===== config.mk =====
export PLATFORM = sky130hd
export DESIGN_NAME = ordered_key_list_engine
export DESIGN_NICKNAME = d
export VERILOG_FILES = /design/src/hdl/okl_pkg.sv /design/src/hdl/okl_cell.sv /design/src/hdl/ordered_key_list_engine.sv
export VERILOG_INCLUDE_DIRS = /design/src /design/src/hdl
export SDC_FILE = /design/constraint.sdc
export NUM_CORES = 1
export LEC_CHECK = 0
export ABC_AREA = 1
export BUFFER_PORTS_ARGS = -buffer_cell sky130_fd_sc_hd__buf_4
export CAP_MARGIN = 0
export CORE_MARGIN = 3
export CORE_UTILIZATION = 40
export DETAILED_ROUTE_END_ITERATION = 7
export SLEW_MARGIN = 20
export SYNTH_ARGS = -nofsm -noshare
export SYNTH_HDL_FRONTEND = slang
export SYNTH_SLANG_ARGS = --single-unit

===== constraint.sdc =====
create_clock -name clk -period 3.65 [get_ports clk]
set_input_delay 0.365 -clock clk [delete_from_list [all_inputs] [get_ports clk]]
set_output_delay 0.365 -clock clk [all_outputs]
set_load 0.02 [all_outputs]

===== src/hdl/assert_macros.svh =====
// assertion helpers used by the rtl file ordered_key_list_engine.sv
`ifndef ASSERT_MACROS_SVH
`define ASSERT_MACROS_SVH

// same-cycle implication
`define OKL_ASSERT_NOW(label, clk, rst, ante, cons, msg) \
  label: assert property (@(posedge clk) disable iff (rst) (ante) |-> (cons)) \
    else $error(msg);

// next-cycle implication
`define OKL_ASSERT_NEXT(label, clk, rst, ante, cons, msg) \
  label: assert property (@(posedge clk) disable iff (rst) (ante) |=> (cons)) \
    else $error(msg);

`endif


===== src/hdl/okl_pkg.sv =====
package okl_pkg;

  localparam int DEPTH_DEF = 16;
  localparam int KEY_W     = 32;
  localparam int TOTAL_W   = 5;

  localparam logic [1:0] FN_APPEND = 2'd0;
  localparam logic [1:0] FN_REMOVE = 2'd1;
  localparam logic [1:0] FN_SEARCH = 2'd2;
  localparam logic [1:0] FN_POP    = 2'd3;

  localparam logic [1:0] ST_OK       = 2'd0;
  localparam logic [1:0] ST_FULL     = 2'd1;
  localparam logic [1:0] ST_EMPTY    = 2'd2;
  localparam logic [1:0] ST_NOTFOUND = 2'd3;

  typedef enum logic [2:0] {
    OP_HOLD,
    OP_MARK,
    OP_LOAD,
    OP_POP,
    OP_COMPACT
  } cell_op_t;

  typedef struct packed {
    cell_op_t           op;
    logic [KEY_W-1:0]   key;
    logic [KEY_W-1:0]   link;
  } okl_cmd_t;

  typedef struct packed {
    logic [KEY_W-1:0]   key;
    logic [KEY_W-1:0]   link;
    logic               valid;
    logic               mark;
  } okl_entry_t;

endpackage


===== src/hdl/okl_cell.sv =====
module okl_cell
  import okl_pkg::*;
(
  input  logic       clk,
  input  logic       rst,
  input  okl_cmd_t   cmd,
  input  okl_entry_t nb,
  input  logic       prev_valid,
  input  logic       mark_in,
  output okl_entry_t ent,
  output logic       mark_out
);

  // any matched entry at or ahead of this cell
  assign mark_out = mark_in | ent.mark;

  always_ff @(posedge clk) begin
    if (rst) begin
      ent.valid <= 1'b0;
      ent.mark  <= 1'b0;
    end else begin
      case (cmd.op)
        OP_MARK: begin
          ent.mark <= ent.valid && (ent.key == cmd.key);
        end
        OP_LOAD: begin
          if (!ent.valid && prev_valid) begin
            ent.key   <= cmd.key;
            ent.link  <= cmd.link;
            ent.valid <= 1'b1;
            ent.mark  <= 1'b0;
          end
        end
        OP_POP: begin
          ent <= nb;
        end
        OP_COMPACT: begin
          if (mark_out) begin
            ent <= nb;
          end
        end
        default: begin
        end
      endcase
    end
  end

endmodule


===== src/hdl/ordered_key_list_engine.sv =====
// channel  | direction | handshake            | word
// ---------+-----------+----------------------+----------------------------------
// request  | in        | req_valid/req_stall  | func, key_value, link_value
// response | out       | rsp_valid/rsp_stall  | found, status, entry_total
//
// append, search and pop go from accept to the finish state, which loads the
// response register once it is free; remove on a non-empty list first passes the
// compact state, which closes up one matching entry per cycle until no mark is left
// rst clears the count, the cell valid and mark bits and the response valid
// a stalled response holds its word; the next request is taken once it is loaded
`include "assert_macros.svh"

module ordered_key_list_engine
  import okl_pkg::*;
#(
  parameter int DEPTH = DEPTH_DEF
) (
  input  logic                 clk,
  input  logic                 rst,
  input  logic                 req_valid,
  output logic                 req_stall,
  input  logic [1:0]           func,
  input  logic signed [31:0]   key_value,
  input  logic signed [31:0]   link_value,
  output logic                 rsp_valid,
  input  logic                 rsp_stall,
  output logic                 found,
  output logic [1:0]           status,
  output logic [TOTAL_W-1:0]   entry_total
);

  localparam int CW = $clog2(DEPTH + 1);

  typedef enum logic [2:0] {
    S_IDLE    = 3'b001,
    S_COMPACT = 3'b010,
    S_FINISH  = 3'b100
  } state_t;

  state_t              state;
  logic [CW-1:0]       count;
  logic                pend_found;
  logic [1:0]          pend_status;
  logic                pend_search;

  okl_cmd_t            cmd;
  okl_entry_t          ent   [DEPTH];
  okl_entry_t          nb    [DEPTH];
  logic [DEPTH:0]      mark_chain;
  logic [DEPTH-1:0]    valid_chain;
  logic [DEPTH-1:0]    valid_vec;
  logic                any_mark;
  logic                accept;
  logic                rsp_free;
  logic                is_full;
  logic                is_empty;

  assign req_stall = (state != S_IDLE);
  assign accept    = req_valid && !req_stall;
  assign rsp_free  = !rsp_valid || !rsp_stall;
  assign is_full   = (count == CW'(DEPTH));
  assign is_empty  = (count == '0);
  assign any_mark  = mark_chain[DEPTH];

  assign mark_chain[0]  = 1'b0;
  assign valid_chain[0] = 1'b1;

  for (genvar i = 0; i < DEPTH; i++) begin : g_cell
    if (i == DEPTH - 1) begin : g_last
      assign nb[i] = '0;
    end else begin : g_mid
      assign nb[i]            = ent[i+1];
      assign valid_chain[i+1] = ent[i].valid;
    end
    assign valid_vec[i] = ent[i].valid;

    okl_cell u_cell (
      .clk        (clk),
      .rst        (rst),
      .cmd        (cmd),
      .nb         (nb[i]),
      .prev_valid (valid_chain[i]),
      .mark_in    (mark_chain[i]),
      .ent        (ent[i]),
      .mark_out   (mark_chain[i+1])
    );
  end

  always_comb begin
    cmd.op   = OP_HOLD;
    cmd.key  = key_value;
    cmd.link = link_value;
    unique case (state)
      S_IDLE: begin
        if (accept) begin
          case (func)
            FN_APPEND: cmd.op = is_full ? OP_HOLD : OP_LOAD;
            FN_POP:    cmd.op = is_empty ? OP_HOLD : OP_POP;
            default:   cmd.op = is_empty ? OP_HOLD : OP_MARK;
          endcase
        end
      end
      S_COMPACT: cmd.op = any_mark ? OP_COMPACT : OP_HOLD;
      S_FINISH:  cmd.op = OP_HOLD;
      default:   cmd.op = OP_HOLD;
    endcase
  end

  always_ff @(posedge clk) begin
    if (rst) begin
      state     <= S_IDLE;
      count     <= '0;
      rsp_valid <= 1'b0;
    end else begin
      if (state == S_FINISH && rsp_free) begin
        rsp_valid <= 1'b1;
      end else if (rsp_valid && !rsp_stall) begin
        rsp_valid <= 1'b0;
      end
      unique case (state)
        S_IDLE: begin
          if (accept) begin
            pend_found  <= 1'b0;
            pend_search <= (func == FN_SEARCH) && !is_empty;
            if (func == FN_APPEND) begin
              pend_status <= is_full ? ST_FULL : ST_OK;
              state       <= S_FINISH;
              if (!is_full) begin
                count <= count + 1'b1;
              end
            end else if (is_empty) begin
              pend_status <= ST_EMPTY;
              state       <= S_FINISH;
            end else begin
              pend_status <= ST_OK;
              state       <= (func == FN_REMOVE) ? S_COMPACT : S_FINISH;
              if (func == FN_POP) begin
                count <= count - 1'b1;
              end
            end
          end
        end
        S_COMPACT: begin
          if (any_mark) begin
            count      <= count - 1'b1;
            pend_found <= 1'b1;
          end else begin
            pend_status <= pend_found ? ST_OK : ST_NOTFOUND;
            state       <= S_FINISH;
          end
        end
        S_FINISH: begin
          if (rsp_free) begin
            state <= S_IDLE;
          end
        end
        default: state <= S_IDLE;
      endcase
    end
  end

  always_ff @(posedge clk) begin
    if (state == S_FINISH && rsp_free) begin
      found       <= pend_search ? any_mark : pend_found;
      status      <= pend_search ? (any_mark ? ST_OK : ST_NOTFOUND) : pend_status;
      entry_total <= TOTAL_W'(count);
    end
  end

  `OKL_ASSERT_NOW(a_count_matches_cells, clk, rst, 1'b1, $countones(valid_vec) == int'(count), "valid cells differ from count")
  `OKL_ASSERT_NEXT(a_accept_leaves_idle, clk, rst, accept, state != S_IDLE, "request accepted but controller idle")
  `OKL_ASSERT_NEXT(a_compact_shrinks, clk, rst, state == S_COMPACT && any_mark, count == CW'($past(count) - 1'b1), "compaction step did not drop one entry")
  `OKL_ASSERT_NOW(a_count_bounded, clk, rst, 1'b1, count <= CW'(DEPTH), "count above depth")

endmodule


==> results.toml, run 1 <==
[run_status]
outcome = "completed"

[detailed_routing]
drt_iter0_markers = 2495
drt_wl_total_um = 103000
avgViaCountPerCell = 5.43
drt-wirelength-per-cell_um = 23.7
routed-via-count = 23500
ant_nets = 0
route.detailed.drc = 0
dr_pass1_iterations = 6

[pwr]
pwr_dens_nw_per_um2 = 503
p_total_mw = 16.6
p_leak_nw = 12.9
ir_worst_vdd_uv = 396

[yosys]
yosys_register_bits = 565
synth-edff-count = 524
synthesis.yosys.warnings = 0
synth-seq-area-share = 0.557
netlist.top_cell.by_area = "sky130_fd_sc_hd__edfxtp_1"
syn-instance-count = 3334
synth.distinct_cells = 43
synth_top_flop_cell = "sky130_fd_sc_hd__edfxtp_1"
synth.top_cells.by_area = "sky130_fd_sc_hd__edfxtp_1 (53%), sky130_fd_sc_hd__nand2_1 (11%), sky130_fd_sc_hd__o21ai_0 (5.0%)"
synth_largest_type_area_fraction = 0.529
synth.cell_area_um2 = 29700
postSynthNetCount = 3410
async_flop_share = 0
post_synth.cell_area_avg_um2 = 8.91

[finish]
layout_common_cells = "sky130_fd_sc_hd__nand2_1 (906), sky130_fd_sc_hd__edfxtp_1 (524), sky130_fd_sc_hd__inv_1 (366)"
layout_commonest_cell = "sky130_fd_sc_hd__nand2_1"
area_occupied_by_registers_um2 = 16600
multi_input_area_um2 = 11000
layout-drive-gt1-share = 0.0847
layout.filler_cells = 7001
antenna_cells = 0
fin_nets = 3403
flow.area_growth_from_synthesis_pct = 11.3

[clocking]
cts_hold_buffers = 0
cts_tree = "done"
htree_num_levels = 2
post_cts_resize_count = 0
cts_root_buf = "sky130_fd_sc_hd__clkbuf_16"
cts_max_path_buffers = 3
clock_latency_ns = 0.66
cts_made_buffers = 61
post_cts_setup_repair_buffer_count = 0
path_clk_slew_ns = 0.06
clkSinkCount = 565

[global_routing]
grt_first_pass_wirelength_um = 147000
grt_start_max_net_pins = 108
gr-total-overflow = 0
initial_antenna_violation_count = 1
groute.usage.overall = 0.261
number_of_global_route_vias_before_repair = 22500

[sta]
final_min_period_over_clock_period = 0.870
setup-violations-final = 0
period_minus_slack_ns = 3.17
grt_setup_unrepaired = "no"
final_hold_violating_endpoints = 0
timing.final.max_slew_violations = 0
slew_headroom = 0.189
timing.clock.skew_ns = 0.0421
timing_worst_slew_pin_value_ns = 1.21
fmaxAchievable_ghz = 0.315
finalSetupTns_ns = 0

[setup_path]
cp.required_ns = 4.11
cp-start-kind = "flip-flop"
worst-setup-path-type = "reg2reg"
worst-endpoint-arrival_ns = 3.63
timing.critical_path.to_type = "flip-flop"
ff2ff_path_depth = 12
crit_fanout = 48

[die]
initial_standard_cell_utilization_of_the_core = 0.405
fp-row-count = 99
floorplan.core_area_um2 = 73300
die_h_um = 279
area_of_the_die_um2 = 77600
die_w_um = 279
io-pin-count = 80

[placed_design]
finalWeightedCongestion = 1.02
numPortBuffers = 47
dp.final_hpwl_um = 77400

[run]
max_cap_viol_count = 0

[min_path]
worstHoldPathType = "in2reg"
hold_path_depth = 4
==> flip-flops by register name (all words and copies together) (netlist names) <==
name / count
rsp_valid: 1
status: 2
state: 3
pend_status: 2
pend_found: 1
g_cell.u_cell.ent: 544
entry_total: 5
found: 1
pend_search: 1
count: 5
==> critical path, stage by stage (launching register included) <==
cell,delay (ns)
sky130_fd_sc_hd__dfxtp_1,0.36
sky130_fd_sc_hd__nor2_2,0.19
sky130_fd_sc_hd__nand2_2,0.09
sky130_fd_sc_hd__nor2_2,0.15
sky130_fd_sc_hd__nand4_2,0.19
sky130_fd_sc_hd__nor2_4,0.18
sky130_fd_sc_hd__nand4_4,0.09
sky130_fd_sc_hd__nand2_2,0.30
sky130_fd_sc_hd__nand2_8,0.15
sky130_fd_sc_hd__inv_8,0.25
sky130_fd_sc_hd__buf_12,0.28
sky130_fd_sc_hd__nand2_1,0.51
sky130_fd_sc_hd__o21ai_0,0.24
==> synthesized netlist by cell type (12+ instances only) <==
library cell and number:
sky130_fd_sc_hd__nand2_1 906, sky130_fd_sc_hd__edfxtp_1 524, sky130_fd_sc_hd__inv_1 366, sky130_fd_sc_hd__nor2_1 304, sky130_fd_sc_hd__o21ai_0 298, sky130_fd_sc_hd__o22ai_1 152
sky130_fd_sc_hd__xor2_1 124, sky130_fd_sc_hd__nand3_1 109, sky130_fd_sc_hd__xnor2_1 84, sky130_fd_sc_hd__buf_2 82, sky130_fd_sc_hd__clkbuf_1 72, sky130_fd_sc_hd__nor3_1 44
sky130_fd_sc_hd__dfxtp_1 41, sky130_fd_sc_hd__o21ai_1 30, sky130_fd_sc_hd__nand4_1 26, sky130_fd_sc_hd__a21oi_1 24, sky130_fd_sc_hd__inv_2 15, sky130_fd_sc_hd__buf_1 14
sky130_fd_sc_hd__o21ai_2 14, sky130_fd_sc_hd__or2_2 12
==> cell families after synthesis <==
group / after synthesis / synth area share
buf+inv: 571 / 0.0781
fa+ha+maj: 6 / 0.00253
flops: 565 / 0.557
simple gates: 1441 / 0.199
compound gates: 543 / 0.103
xor+xnor: 208 / 0.0613
==> worst paths after layout <==
check                                        from                                    to  slack (ns)
max          g_cell[0].u_cell.ent[0]$_SDFFE_PP0P_   g_cell[11].u_cell.ent[63]$_DFFE_PP_        0.48
min                                     req_valid                 state[0]$_SDFFE_PP1P_        0.08
max reg2reg  g_cell[0].u_cell.ent[0]$_SDFFE_PP0P_   g_cell[11].u_cell.ent[63]$_DFFE_PP_        0.48
min reg2reg  g_cell[2].u_cell.ent[1]$_SDFFE_PP0P_  g_cell[2].u_cell.ent[1]$_SDFFE_PP0P_        0.49
==> per-layer routing <==
| layer | GRT usage | share of wire |
|---|---|---|
| met1 | 0.331 | 0.39 |
| met3 | 0.0320 | 0.071 |
| met4 | 0.189 | 0.083 |
| met5 | 0 | 0 |
| met2 | 0.415 | 0.45 |
==> power breakdown <==
part | internal [mW] | total [mW] | switching (mW)
combinational | 0.735 | 2.61 | 1.87
sequential | 7.50 | 7.70 | 0.204
clock | 3.66 | 6.32 | 2.66
total | 11.9 | 16.6 | 4.73
==> through the flow <==
step	instances	area, um2	utilization	hold slack (ns)	setup slack (ns)
after global routing	4335	33100	0.451	0.0841	0.174
after floorplan	3334	29700	-	0.403	0.215
after global placement	4223	31100	0.424	0.463	0.542
final	4335	33100	0.451	0.0757	0.476
after detailed placement	4223	31100	0.424	0.476	0.496
after CTS	4335	33100	0.451	0.0432	0.493
==> final cells by class <==
type                    count  area share
repair buffers            111      0.0271
multi-input cells        2198       0.331
clock inverters            38      0.0124
flip-flops and latches    565       0.500
clock buffers              74      0.0483
well taps                 959      0.0363
inverters                 390      0.0445
No activity file was read; power rests on OpenSTA's default activity.
==> run 2, diff against run 1 <==
- BUFFER_PORTS_ARGS: -buffer_cell sky130_fd_sc_hd__buf_4 -> default
- DONT_BUFFER_PORTS: default -> 1
- GPL_TIMING_DRIVEN: default -> 0
- SYNTH_HIERARCHICAL: default -> 1
==> results.toml, run 2 <==
[run_status]
outcome = "finished, violations left"
failed_checks = "negative setup slack"

[detailed_routing]
ant_nets = 0
avgViaCountPerCell = 4.95
drt-wirelength-per-cell_um = 18.6
drt_iter0_markers = 2942
routed-via-count = 32000
drt_wl_total_um = 120000
route.detailed.drc = 0
dr_pass1_iterations = 6

[clocking]
cts_made_buffers = 69
clock_latency_ns = 0.61
cts_tree = "done"
htree_num_levels = 3
path_clk_slew_ns = 0.06
cts_max_path_buffers = 3
clkSinkCount = 565
cts_root_buf = "sky130_fd_sc_hd__clkbuf_16"

[sta]
final.setup.worst_slack_ns = -0.279
timing.final.max_slew_violations = 0
grt_setup_unrepaired = "yes"
slew_headroom = 0.505
final_min_period_over_clock_period = 1.08
final_hold_violating_endpoints = 0
fmaxAchievable_ghz = 0.255
timing.clock.skew_ns = 0.0176
timing_worst_slew_pin_value_ns = 0.742
setup-violations-final = 725
period_minus_slack_ns = 3.93
finalSetupTns_ns = -99.05

[pwr]
p_leak_nw = 19.9
p_total_mw = 17.6
pwr_dens_nw_per_um2 = 411
ir_worst_vdd_uv = 286

[setup_path]
timing.critical_path.slowest_cell_delay_ns = 0.33
worst-setup-path-type = "reg2reg"
cp.required_ns = 3.98
timing.critical_path.to_type = "flip-flop"
crit_fanout = 6
crit_path_most_repeated_cell = "sky130_fd_sc_hd__inv_2"
cp-start-kind = "flip-flop"
worst-endpoint-arrival_ns = 4.26
worst_path_max_delay_cell = "sky130_fd_sc_hd__dfxtp_2"

[yosys]
synth.cell_area_um2 = 35400
synthesis.yosys.warnings = 6
post_synth.cell_area_avg_um2 = 7.16
syn-instance-count = 4946

[die]
area_of_the_die_um2 = 92100
die_w_um = 303
fp-row-count = 108
floorplan.core_area_um2 = 87300
io-pin-count = 80
initial_standard_cell_utilization_of_the_core = 0.405
die_h_um = 303

[finish]
largest_register = "g_cell.u_cell/ent"
layout.filler_cells = 8574
layout-drive-gt1-share = 0.119
max_reg_flops = 544
layout_commonest_cell = "sky130_fd_sc_hd__nand2_1"
flow.area_growth_from_synthesis_pct = 20.9
layout_common_cells = "sky130_fd_sc_hd__nand2_1 (2,084), sky130_fd_sc_hd__inv_1 (909), sky130_fd_sc_hd__edfxtp_1 (524)"
top_regs = "g_cell.u_cell/ent: 544 flops, count: 5 flops, entry_total: 5 flops"
fin_nets = 5335

[run]
max_cap_viol_count = 0

[global_routing]
grt_start_max_net_pins = 38
grt_first_pass_wirelength_um = 179000
groute.usage.overall = 0.257
number_of_global_route_vias_before_repair = 30200
gr-total-overflow = 0
initial_antenna_violation_count = 2

[placed_design]
numPortBuffers = 0
finalWeightedCongestion = 0.861
dp.final_hpwl_um = 76300

[min_path]
worstHoldPathType = "in2reg"
==> run 2: area by class of cell <==
class | instances | area, um2 | share of cell area
Clock inverter | 21 | 88.8 | 0.00208
Clock buffer | 99 | 1980 | 0.0464
Timing Repair Buffer | 192 | 2500 | 0.0586
Buffer | 146 | 1290 | 0.0301
Antenna cell | 1 | 2.50 | 0.0000585
Tap cell | 1155 | 1450 | 0.0338
Inverter | 959 | 3610 | 0.0843
Sequential cell | 565 | 16600 | 0.387
Multi-Input combinational cell | 3326 | 15300 | 0.358
==> run 2: worst paths after layout <==
kind	startpoint	endpoint	slack, ns	depth (start not counted)
setup / recovery	g_cell[0].u_cell/ent[0]$_SDFFE_PP0P_	g_cell[13].u_cell/ent[47]$_DFFE_PP_	-0.28	43
hold / removal	key_value[4]	g_cell[8].u_cell/ent[38]$_DFFE_PP_	0.03	2
hold reg to reg	pend_status[1]$_DFFE_PP_	status[1]$_DFFE_PP_	0.52	2
setup reg to reg	g_cell[0].u_cell/ent[0]$_SDFFE_PP0P_	g_cell[13].u_cell/ent[47]$_DFFE_PP_	-0.28	43
==> run 2: metrics by stage <==
stage	hold WS, ns	utilization	cells	cell area [um2]	setup slack (ns)
final	0.0276	0.490	6464	42800	-0.279
after floorplan	0.434	-	4980	36100	-0.932
after CTS	0.000255	0.483	6421	42100	-0.450
after global routing	0.0253	0.490	6463	42800	-0.547
after detailed placement	0.445	0.431	6143	37700	-1.43
after global placement	0.443	0.430	6135	37500	-2.37
==> run 2: repair_timing <==
action	CTS	global route
endpoints found under the hold margin	184	0
cloned	21	7
setup buffers	115	38
pin swaps	53	42
endpoints found under the setup margin	1007	1058
resized for setup	106	93
hold buffers	22	0
==> run 2: critical path, delay by kind of cell, from the launching register on <==
| kind | cells | cell delay, ns |
|---|---|---|
| flip-flops | 1 | 0.33 |
| buffers and inverters | 27 | 2.19 |
| AND/OR/NAND/NOR | 16 | 1.12 |
==> run 2: power by group <==
part	switching (mW)	total, mW	internal, mW
Sequential	0.292	7.82	7.53
Combinational	1.91	3.22	1.31
Clock	2.78	6.54	3.75
==> run 2: routing by layer <==
| layer | vias to the layer above | share of wire | track usage |
|---|---|---|---|
| li1 | 15800 | - | - |
| met1 | 14900 | 0.42 | 0.335 |
| met2 | 1052 | 0.49 | 0.451 |
| met3 | 212 | 0.071 | 0.0322 |
| met4 | 0 | 0.024 | 0.0657 |
| met5 | - | 0 | 0 |
